### src/packed_yuv422_to_rgb24_macros.svh
// Assertion helpers for the packed 4:2:2 to RGB24 converter.
`ifndef PACKED_YUV422_TO_RGB24_MACROS_SVH
`define PACKED_YUV422_TO_RGB24_MACROS_SVH

// Checked only while out of reset.
`define PKYR_ASSERT(label, prop, msg) \
  label: assert property (@(posedge clk) disable iff (!rst_n) prop) else $error(msg);

// Checked on every edge, reset included.
`define PKYR_ASSERT_ALWAYS(label, prop, msg) \
  label: assert property (@(posedge clk) prop) else $error(msg);

`endif

### src/pkyr_pkg.sv
package pkyr_pkg;

  // Default frame limits
  localparam int MAX_WIDTH_DEF  = 4096;
  localparam int MAX_HEIGHT_DEF = 4096;

  // Queue between front and back
  localparam int FIFO_DEPTH = 2;

  // Configuration port
  localparam int CFG_IDX_W  = 2;
  localparam int CFG_DATA_W = 13;
  localparam logic [CFG_IDX_W-1:0] REG_PIXEL_ORDER  = 2'd0;
  localparam logic [CFG_IDX_W-1:0] REG_FRAME_WIDTH  = 2'd1;
  localparam logic [CFG_IDX_W-1:0] REG_FRAME_HEIGHT = 2'd2;

  localparam logic [12:0] WIDTH_RESET  = 13'd640;
  localparam logic [12:0] HEIGHT_RESET = 13'd480;

  localparam int OFFSET_W = 26;

  // BT.601 integer coefficients
  localparam logic signed [10:0] COEF_Y   = 11'sd298;
  localparam logic signed [10:0] COEF_RV  = 11'sd409;
  localparam logic signed [10:0] COEF_GU  = 11'sd100;
  localparam logic signed [10:0] COEF_GV  = 11'sd208;
  localparam logic signed [10:0] COEF_BU  = 11'sd516;
  localparam logic signed [9:0]  LUMA_OFS   = 10'sd16;
  localparam logic signed [9:0]  CHROMA_OFS = 10'sd128;
  localparam logic signed [19:0] ROUND_ADD  = 20'sd128;

  typedef struct packed {
    logic        pixel_order;
    logic [12:0] frame_width;
    logic [12:0] frame_height;
  } cfg_t;

  typedef struct packed {
    logic [7:0]          y0;
    logic [7:0]          y1;
    logic [7:0]          u;
    logic [7:0]          v;
    logic [OFFSET_W-1:0] byte_offset;
    logic                frame_end;
  } item_t;

  typedef struct packed {
    logic fresh;
    logic last_col;
    logic last_row;
  } front_stat_t;

  // Floor shift by 8 with clamp to 0..255
  function automatic logic [7:0] clamp_ch(input logic signed [19:0] t);
    logic [7:0] res;
    if (t[19]) begin
      res = 8'd0;
    end else if (|t[18:16]) begin
      res = 8'd255;
    end else begin
      res = t[15:8];
    end
    return res;
  endfunction

endpackage

### src/pkyr_front.sv
module pkyr_front
  import pkyr_pkg::*;
#(
  parameter int MAX_WIDTH  = MAX_WIDTH_DEF,
  parameter int MAX_HEIGHT = MAX_HEIGHT_DEF
) (
  input  logic        clk,
  input  logic        rst_n,
  input  cfg_t        cfg,
  input  logic        restart,
  input  logic        in_valid,
  output logic        in_ready,
  input  logic [7:0]  in_byte0,
  input  logic [7:0]  in_byte1,
  input  logic [7:0]  in_byte2,
  input  logic [7:0]  in_byte3,
  output logic        push_valid,
  input  logic        push_ready,
  output item_t       push_item,
  output front_stat_t stat
);

  localparam int COLW = (MAX_WIDTH > 2) ? $clog2(MAX_WIDTH / 2) : 1;
  localparam int ROWW = (MAX_HEIGHT > 1) ? $clog2(MAX_HEIGHT) : 1;

  logic [COLW-1:0]     col_r, col_nxt;
  logic [ROWW-1:0]     row_r, row_nxt;
  logic [OFFSET_W-1:0] line_r, line_nxt;
  logic                fresh_r, fresh_nxt;

  logic [13:0]         eff_w, eff_h, h_m1;
  logic [12:0]         pairs;
  logic [15:0]         stride;
  logic [29:0]         top_prod;
  logic [OFFSET_W-1:0] base, col_ofs;
  logic                last_col, last_row, accept;

  // Effective geometry from the registers
  always_comb begin
    eff_w = {1'b0, cfg.frame_width[12:1], 1'b0};
    if (eff_w < 14'd2) begin
      eff_w = 14'd2;
    end
    if (eff_w > 14'(MAX_WIDTH)) begin
      eff_w = 14'(MAX_WIDTH) & ~14'd1;
    end
    eff_h = {1'b0, cfg.frame_height};
    if (eff_h == 14'd0) begin
      eff_h = 14'd1;
    end
    if (eff_h > 14'(MAX_HEIGHT)) begin
      eff_h = 14'(MAX_HEIGHT);
    end
    pairs    = eff_w[13:1];
    h_m1     = eff_h - 14'd1;
    stride   = (16'(eff_w) * 16'd3 + 16'd3) & ~16'd3;
    top_prod = 30'(h_m1) * 30'(stride);
  end

  // Offset of this macropixel; bottom-up rows
  assign base     = fresh_r ? top_prod[OFFSET_W-1:0] : line_r;
  assign col_ofs  = OFFSET_W'({col_r, 2'b00}) + OFFSET_W'({col_r, 1'b0});
  assign last_col = (13'(col_r) == pairs - 13'd1);
  assign last_row = (14'(row_r) == h_m1);

  assign in_ready   = push_ready;
  assign push_valid = in_valid;
  assign accept     = in_valid && push_ready;

  // Byte order select and result tags
  always_comb begin
    if (cfg.pixel_order) begin
      push_item.u  = in_byte0;
      push_item.y0 = in_byte1;
      push_item.v  = in_byte2;
      push_item.y1 = in_byte3;
    end else begin
      push_item.y0 = in_byte0;
      push_item.u  = in_byte1;
      push_item.y1 = in_byte2;
      push_item.v  = in_byte3;
    end
    push_item.byte_offset = base + col_ofs;
    push_item.frame_end   = last_col && last_row;
  end

  // Raster walk
  always_comb begin
    col_nxt   = col_r;
    row_nxt   = row_r;
    line_nxt  = line_r;
    fresh_nxt = fresh_r;
    priority if (restart) begin
      col_nxt   = '0;
      row_nxt   = '0;
      fresh_nxt = 1'b1;
    end else if (accept) begin
      if (last_col) begin
        col_nxt = '0;
        if (last_row) begin
          row_nxt   = '0;
          fresh_nxt = 1'b1;
        end else begin
          row_nxt   = row_r + ROWW'(1);
          line_nxt  = base - OFFSET_W'(stride);
          fresh_nxt = 1'b0;
        end
      end else begin
        col_nxt = col_r + COLW'(1);
      end
    end else begin
      // idle: hold the walk
    end
  end

  always_ff @(posedge clk) begin
    if (!rst_n) begin
      col_r   <= '0;
      row_r   <= '0;
      fresh_r <= 1'b1;
    end else begin
      col_r   <= col_nxt;
      row_r   <= row_nxt;
      fresh_r <= fresh_nxt;
    end
  end

  always_ff @(posedge clk) begin
    line_r <= line_nxt;
  end

  assign stat.fresh    = fresh_r;
  assign stat.last_col = last_col;
  assign stat.last_row = last_row;

endmodule

### src/pkyr_fifo.sv
module pkyr_fifo
  import pkyr_pkg::*;
#(
  parameter int WIDTH = $bits(item_t),
  parameter int DEPTH = FIFO_DEPTH
) (
  input  logic             clk,
  input  logic             rst_n,
  input  logic             wr_valid,
  output logic             wr_ready,
  input  logic [WIDTH-1:0] wr_data,
  output logic             rd_valid,
  input  logic             rd_pop,
  output logic [WIDTH-1:0] rd_data
);

  localparam int AW = (DEPTH > 1) ? $clog2(DEPTH) : 1;
  localparam int CW = $clog2(DEPTH + 1);

  logic [WIDTH-1:0] mem_r [DEPTH];
  logic [AW-1:0]    wr_ptr_r, wr_ptr_nxt, rd_ptr_r, rd_ptr_nxt;
  logic [CW-1:0]    count_r, count_nxt;
  logic             push, pop;

  assign wr_ready = (count_r != CW'(DEPTH));
  assign rd_valid = (count_r != '0);
  assign rd_data  = mem_r[rd_ptr_r];
  assign push     = wr_valid && wr_ready;
  assign pop      = rd_pop && rd_valid;

  // Pointer and fill level
  always_comb begin
    wr_ptr_nxt = wr_ptr_r;
    rd_ptr_nxt = rd_ptr_r;
    if (push) begin
      wr_ptr_nxt = (wr_ptr_r == AW'(DEPTH - 1)) ? '0 : wr_ptr_r + AW'(1);
    end
    if (pop) begin
      rd_ptr_nxt = (rd_ptr_r == AW'(DEPTH - 1)) ? '0 : rd_ptr_r + AW'(1);
    end
    count_nxt = count_r + CW'(push) - CW'(pop);
  end

  always_ff @(posedge clk) begin
    if (!rst_n) begin
      wr_ptr_r <= '0;
      rd_ptr_r <= '0;
      count_r  <= '0;
    end else begin
      wr_ptr_r <= wr_ptr_nxt;
      rd_ptr_r <= rd_ptr_nxt;
      count_r  <= count_nxt;
    end
  end

  always_ff @(posedge clk) begin
    if (push) begin
      mem_r[wr_ptr_r] <= wr_data;
    end
  end

endmodule

### src/pkyr_convert.sv
module pkyr_convert
  import pkyr_pkg::*;
(
  input  logic                clk,
  input  logic                rst_n,
  input  logic                in_valid,
  output logic                in_pop,
  input  item_t               in_item,
  output logic                out_valid,
  input  logic                out_ready,
  output logic [7:0]          out_blue_first,
  output logic [7:0]          out_green_first,
  output logic [7:0]          out_red_first,
  output logic [7:0]          out_blue_second,
  output logic [7:0]          out_green_second,
  output logic [7:0]          out_red_second,
  output logic [OFFSET_W-1:0] out_byte_offset,
  output logic                out_frame_end
);

  logic signed [9:0]  c0, c1, d, e;
  logic signed [19:0] py0, py1, pbu, pgu, pgv, prv;
  logic signed [19:0] s1_py0_r, s1_py1_r, s1_pbu_r, s1_pgu_r, s1_pgv_r, s1_prv_r;
  logic [OFFSET_W-1:0] s1_ofs_r;
  logic               s1_end_r;
  logic               s1_v_r, s1_v_nxt, out_v_r, out_v_nxt;
  logic               s1_en, s2_en;
  logic signed [19:0] tb0, tg0, tr0, tb1, tg1, tr1;

  // Stage enables: a stage moves when empty or when the next one moves
  assign s2_en  = !out_v_r || out_ready;
  assign s1_en  = !s1_v_r || s2_en;
  assign in_pop = in_valid && s1_en;

  // Centered samples and products
  assign c0  = $signed({2'b00, in_item.y0}) - LUMA_OFS;
  assign c1  = $signed({2'b00, in_item.y1}) - LUMA_OFS;
  assign d   = $signed({2'b00, in_item.u}) - CHROMA_OFS;
  assign e   = $signed({2'b00, in_item.v}) - CHROMA_OFS;
  assign py0 = c0 * COEF_Y;
  assign py1 = c1 * COEF_Y;
  assign pbu = d * COEF_BU;
  assign pgu = d * COEF_GU;
  assign pgv = e * COEF_GV;
  assign prv = e * COEF_RV;

  // Channel sums
  assign tb0 = s1_py0_r + s1_pbu_r + ROUND_ADD;
  assign tg0 = s1_py0_r - s1_pgu_r - s1_pgv_r + ROUND_ADD;
  assign tr0 = s1_py0_r + s1_prv_r + ROUND_ADD;
  assign tb1 = s1_py1_r + s1_pbu_r + ROUND_ADD;
  assign tg1 = s1_py1_r - s1_pgu_r - s1_pgv_r + ROUND_ADD;
  assign tr1 = s1_py1_r + s1_prv_r + ROUND_ADD;

  assign s1_v_nxt  = s1_en ? in_valid : s1_v_r;
  assign out_v_nxt = s2_en ? s1_v_r : out_v_r;

  always_ff @(posedge clk) begin
    if (!rst_n) begin
      s1_v_r  <= 1'b0;
      out_v_r <= 1'b0;
    end else begin
      s1_v_r  <= s1_v_nxt;
      out_v_r <= out_v_nxt;
    end
  end

  // Product stage
  always_ff @(posedge clk) begin
    if (s1_en) begin
      s1_py0_r <= py0;
      s1_py1_r <= py1;
      s1_pbu_r <= pbu;
      s1_pgu_r <= pgu;
      s1_pgv_r <= pgv;
      s1_prv_r <= prv;
      s1_ofs_r <= in_item.byte_offset;
      s1_end_r <= in_item.frame_end;
    end
  end

  // Output register
  always_ff @(posedge clk) begin
    if (s2_en) begin
      out_blue_first   <= clamp_ch(tb0);
      out_green_first  <= clamp_ch(tg0);
      out_red_first    <= clamp_ch(tr0);
      out_blue_second  <= clamp_ch(tb1);
      out_green_second <= clamp_ch(tg1);
      out_red_second   <= clamp_ch(tr1);
      out_byte_offset  <= s1_ofs_r;
      out_frame_end    <= s1_end_r;
    end
  end

  assign out_valid = out_v_r;

endmodule

### src/packed_yuv422_to_rgb24.sv
// Path: an accepted request is written to the queue, then popped into the product stage,
// then held in the output register until it is taken; back-pressure can stall it.
// Throughput: one macropixel per cycle while out_ready stays high, set by the front
// counters and the one-per-cycle product stage; a two-entry queue decouples front from back.
// Reset (synchronous, rst_n low): registers return to YUY2 order, 640 x 480, the
// raster walk restarts at the bottom-up top row, and queue and pipeline empty.
module packed_yuv422_to_rgb24
  import pkyr_pkg::*;
#(
  parameter int MAX_WIDTH  = MAX_WIDTH_DEF,
  parameter int MAX_HEIGHT = MAX_HEIGHT_DEF
) (
  input  logic                  clk,
  input  logic                  rst_n,
  input  logic                  cfg_we,
  input  logic [CFG_IDX_W-1:0]  cfg_index,
  input  logic [CFG_DATA_W-1:0] cfg_data,
  input  logic                  in_valid,
  output logic                  in_ready,
  input  logic [7:0]            in_byte0,
  input  logic [7:0]            in_byte1,
  input  logic [7:0]            in_byte2,
  input  logic [7:0]            in_byte3,
  output logic                  out_valid,
  input  logic                  out_ready,
  output logic [7:0]            out_blue_first,
  output logic [7:0]            out_green_first,
  output logic [7:0]            out_red_first,
  output logic [7:0]            out_blue_second,
  output logic [7:0]            out_green_second,
  output logic [7:0]            out_red_second,
  output logic [OFFSET_W-1:0]   out_byte_offset,
  output logic                  out_frame_end
);

`include "packed_yuv422_to_rgb24_macros.svh"

  logic        order_r, order_nxt;
  logic [12:0] width_r, width_nxt, height_r, height_nxt;
  logic        restart;
  cfg_t        cfg;
  front_stat_t stat;
  logic        frame_done;

  logic        push_valid, push_ready, fifo_valid, fifo_pop;
  item_t       push_item, fifo_item;

  // Configuration registers; geometry writes restart the frame
  always_comb begin
    order_nxt  = order_r;
    width_nxt  = width_r;
    height_nxt = height_r;
    restart    = 1'b0;
    if (cfg_we) begin
      unique case (cfg_index)
        REG_PIXEL_ORDER: begin
          order_nxt = cfg_data[0];
        end
        REG_FRAME_WIDTH: begin
          width_nxt = cfg_data;
          restart   = 1'b1;
        end
        REG_FRAME_HEIGHT: begin
          height_nxt = cfg_data;
          restart    = 1'b1;
        end
        default: begin
        end
      endcase
    end
  end

  always_ff @(posedge clk) begin
    if (!rst_n) begin
      order_r  <= 1'b0;
      width_r  <= WIDTH_RESET;
      height_r <= HEIGHT_RESET;
    end else begin
      order_r  <= order_nxt;
      width_r  <= width_nxt;
      height_r <= height_nxt;
    end
  end

  assign cfg.pixel_order  = order_r;
  assign cfg.frame_width  = width_r;
  assign cfg.frame_height = height_r;

  pkyr_front #(
    .MAX_WIDTH  (MAX_WIDTH),
    .MAX_HEIGHT (MAX_HEIGHT)
  ) u_front (
    .clk        (clk),
    .rst_n      (rst_n),
    .cfg        (cfg),
    .restart    (restart),
    .in_valid   (in_valid),
    .in_ready   (in_ready),
    .in_byte0   (in_byte0),
    .in_byte1   (in_byte1),
    .in_byte2   (in_byte2),
    .in_byte3   (in_byte3),
    .push_valid (push_valid),
    .push_ready (push_ready),
    .push_item  (push_item),
    .stat       (stat)
  );

  pkyr_fifo #(
    .WIDTH ($bits(item_t)),
    .DEPTH (FIFO_DEPTH)
  ) u_fifo (
    .clk      (clk),
    .rst_n    (rst_n),
    .wr_valid (push_valid),
    .wr_ready (push_ready),
    .wr_data  (push_item),
    .rd_valid (fifo_valid),
    .rd_pop   (fifo_pop),
    .rd_data  (fifo_item)
  );

  pkyr_convert u_convert (
    .clk              (clk),
    .rst_n            (rst_n),
    .in_valid         (fifo_valid),
    .in_pop           (fifo_pop),
    .in_item          (fifo_item),
    .out_valid        (out_valid),
    .out_ready        (out_ready),
    .out_blue_first   (out_blue_first),
    .out_green_first  (out_green_first),
    .out_red_first    (out_red_first),
    .out_blue_second  (out_blue_second),
    .out_green_second (out_green_second),
    .out_red_second   (out_red_second),
    .out_byte_offset  (out_byte_offset),
    .out_frame_end    (out_frame_end)
  );

  // Last macropixel of the frame taken this cycle
  assign frame_done = in_valid && in_ready && stat.last_col && stat.last_row;

  // Checks
  `PKYR_ASSERT(a_wrap_to_top, frame_done |=> stat.fresh, "frame end did not return to top row")
  `PKYR_ASSERT(a_pop_has_data, fifo_pop |-> fifo_valid, "pop from empty queue")
  `PKYR_ASSERT_ALWAYS(a_reset_empty, !rst_n |=> !out_valid, "output valid right after reset")

endmodule

### config.mk
export PLATFORM = sky130hd
export DESIGN_NAME = packed_yuv422_to_rgb24
export DESIGN_NICKNAME = d
export VERILOG_FILES = /design/src/pkyr_pkg.sv /design/src/pkyr_front.sv /design/src/pkyr_fifo.sv /design/src/pkyr_convert.sv /design/src/packed_yuv422_to_rgb24.sv
export VERILOG_INCLUDE_DIRS = /design/src /design/src/src
export SDC_FILE = /design/constraint.sdc
export NUM_CORES = 2
export LEC_CHECK = 0
export ABC_AREA = 1
export BUFFER_PORTS_ARGS = -buffer_cell sky130_fd_sc_hd__buf_2
export CAP_MARGIN = 20
export CORE_AREA = 2 2 247 298
export CTS_CLUSTER_DIAMETER = 150
export DETAILED_ROUTE_END_ITERATION = 10
export DIE_AREA = 0 0 249 300
export PLACE_DENSITY = 0.76
export SETUP_SLACK_MARGIN = 0.05
export SYNTH_ARGS = -nofsm -noshare
export SYNTH_HDL_FRONTEND = slang
export SYNTH_SLANG_ARGS = --single-unit
### constraint.sdc
create_clock -name clk -period 13 [get_ports clk]
set_clock_uncertainty 0.1 [all_clocks]
set_input_delay 2.6 -clock clk [delete_from_list [all_inputs] [get_ports clk]]
set_output_delay 2.6 -clock clk [all_outputs]
set_load 0.05 [all_outputs]
==> impl_metrics.tcl <==
set metrics [dict create \
    fin_crit_sh_pct 79.2 \
    post_cts_buffers 0 \
    area_delta_synth_final_pct 9.22 \
    place_area_um2 37400 \
    synth_edf_count 343 \
    clk_pin_slew_ps 60 \
    clk_latency_ps 590 \
    synthCells 3925 \
    cpPeakStageDelay_ps 820 \
    yosysWarnings 0 \
    critPathMaxFanout 11 \
    antenna_found_initial 3 \
    setup.worst_path.end_class "flop" \
    ys_types 58 \
    grt_max_degree 78 \
    cp-start-kind "flop" \
    netlist.area_leader.share_pct 28.9 \
    overflow 0 \
    vias_per_cell 5.36 \
    slew_headroom_pct 30.3 \
    setup_tns_ps 0 \
    stdcell_area_um2 38900 \
    status "finished clean" \
    layout.nets 4893 \
    hold_buffers 0 \
    die-width_um 249 \
    synthArstFlopShare_pct 0 \
    cp.required_ps 13210 \
    cts_buffer_depth 3 \
    first_pass_iters 6 \
    setup_viol 0 \
    rsz0062_at_grt "no" \
    grt_util_all_layers_pct 23.1 \
    antenna_cells 0 \
    die_area_um2 74700 \
    worstPathArrival_ps 10500 \
    tightest_slew_ps 1040 \
    start_util_pct 49.7 \
    drive_gt1_share_pct 6.84 \
    fp.dieH_um 300 \
    grt_pass1_wl_um 137000 \
    drc 0 \
    drv_cap 0 \
    core_area_um2 71800 \
    fillCellCount 6377 \
    synth_common_cells "725 x nand2_1, 657 x inv_1, 557 x ha_1" \
    dominantRegCellSynth "edfxtp_1" \
    wire_per_inst_um 17.1 \
    maxSlewViolCount 0 \
    grt.busiest_layer "met2" \
    cts.repair.resized 0 \
    synth.most_common_cell "nand2_1" \
    hold_viol 0 \
    h-tree-depth 2 \
    routed_wl_um 86400 \
    max_freq_mhz 97.1 \
    portBuffers 128 \
    hold_class "flop to flop" \
    period_needed_ps 10290 \
    grt_pass1_vias 26500 \
    syn_area_um2 35600 \
    crit_path_frequent_cell "nand2_1" \
    hpwlAfterDp_um 70200 \
    met1_usage_pct 25.8 \
    via_count 27000 \
    io_pins 129 \
    yosysSeqAreaShare_pct 32.1 \
    gp_congestion 0.967 \
    cts_tree "done" \
    num_rows 108 \
    crit_slowest_cell "xor2_1" \
    numCtsBuffers 44 \
    synth.area.top_cells "edfxtp_1 29%, ha_1 20%, fa_1 12%, nand2_1 7.6%, inv_1 6.9%" \
    critPathKind "flop to flop" \
    root_buffer "clkbuf_16" \
    grt_use_met3_pct 2.71 \
    synth-seq-cells 400 \
    met2_usage_pct 42.9 \
    avgSynthCellArea_um2 9.08 \
    cts.sinks 400 \
    synth_top_area_cell "edfxtp_1" \
    first_iter_violations 1652 \
    antenna_left 0 \
]
worst max-delay path, delay by kind of cell (launching register included):
kind	cells	cell delay [ps]
adders and majority gates	10	4030
and+or+nand+nor	16	2080
AOI/OAI and AO/OA	9	1600
xor gates and xnor gates	2	920
buffers and inverters	6	830
DFF	1	370
sequential cells by signal, summed over array words and instances, names as in the netlist, 11 cells and up, named ones only:
signal / cells
u_convert.s1_prv_r: 19
u_front.line_r: 26
u_convert.s1_py1_r: 18
u_convert.s1_pgu_r: 12
u_convert.out_byte_offset: 26
u_convert.s1_pgv_r: 12
width_r: 12
u_convert.s1_pbu_r: 18
u_convert.s1_py0_r: 18
u_convert.s1_ofs_r: 26
u_front.row_r: 12
u_front.col_r: 11
u_fifo.mem_r: 118
height_r: 13
cell usage in the layout (no fill, tap or decap), types with 11 or more instances in the layout:
cell	instances
buf_4	11
fa_1	209
o21bai_1	16
buf_2	128
nand2_1	724
xor2_1	164
nand3_1	170
nor3_1	19
edfxtp_1	343
a21oi_1	257
nand4_1	43
inv_1	656
inv_2	11
o21ai_0	145
clkbuf_16	46
xnor2_1	68
or2_2	16
ha_1	557
dfxtp_1	55
nor2_1	277
nand2_2	12
metal layers:
metal,share of wire [%],up-vias
li1,-,13200
met4,5.7,2
met5,0.015,-
met2,52,758
met1,38,12800
met3,4.6,242
layout make-up:
cell class              count  area [µm²]  share of cell area, %
multi-input cells        2816       21500                   55.3
flip-flops and latches    400       11400                   29.4
inverters                 672        2520                   6.48
clock buffers              53        1180                   3.02
well taps                 935        1170                   3.01
repair buffers            141         771                   1.98
clock inverters            25         300                  0.771
kinds of logic (layout without fill, tap and decap cells):
family          Yosys count  after routing  share of synthesized area [%]
buf+inv                 717            891                           7.64
flops                   400            400                           32.1
other cells               2             10                         0.0211
mux                       6              6                          0.169
compound gates          490            490                           7.56
fa+ha+maj               766            766                           31.3
xor+xnor                232            232                           5.70
simple gates           1312           1312                           15.5
stage by stage:
stage	hold WS (ps)	utilization [%]	worst slack [ps]	instances
after detailed placement	305	52.1	2810	4960
after floorplan	300	-	4020	3933
after global placement	303	52.1	3080	4960
final	306	54.2	2710	5042
after CTS	311	54.2	2750	5038
after global routing	324	54.2	1930	5042
path summary, 6_finish.rpt:
path | from | endpoint | slack, ps | cells after the start
setup / recovery | width_r[6] | u_front.line_r[25] | 2710 | 43
hold / removal | u_convert.s1_ofs_r[24] | u_convert.out_byte_offset[24] | 310 | 0
setup reg to reg | width_r[6] | u_front.line_r[25] | 2710 | 43
hold reg to reg | u_convert.s1_ofs_r[24] | u_convert.out_byte_offset[24] | 310 | 0
Power is not shown: default switching activity piles up to over one toggle a cycle in this logic, so the estimate is an artifact.
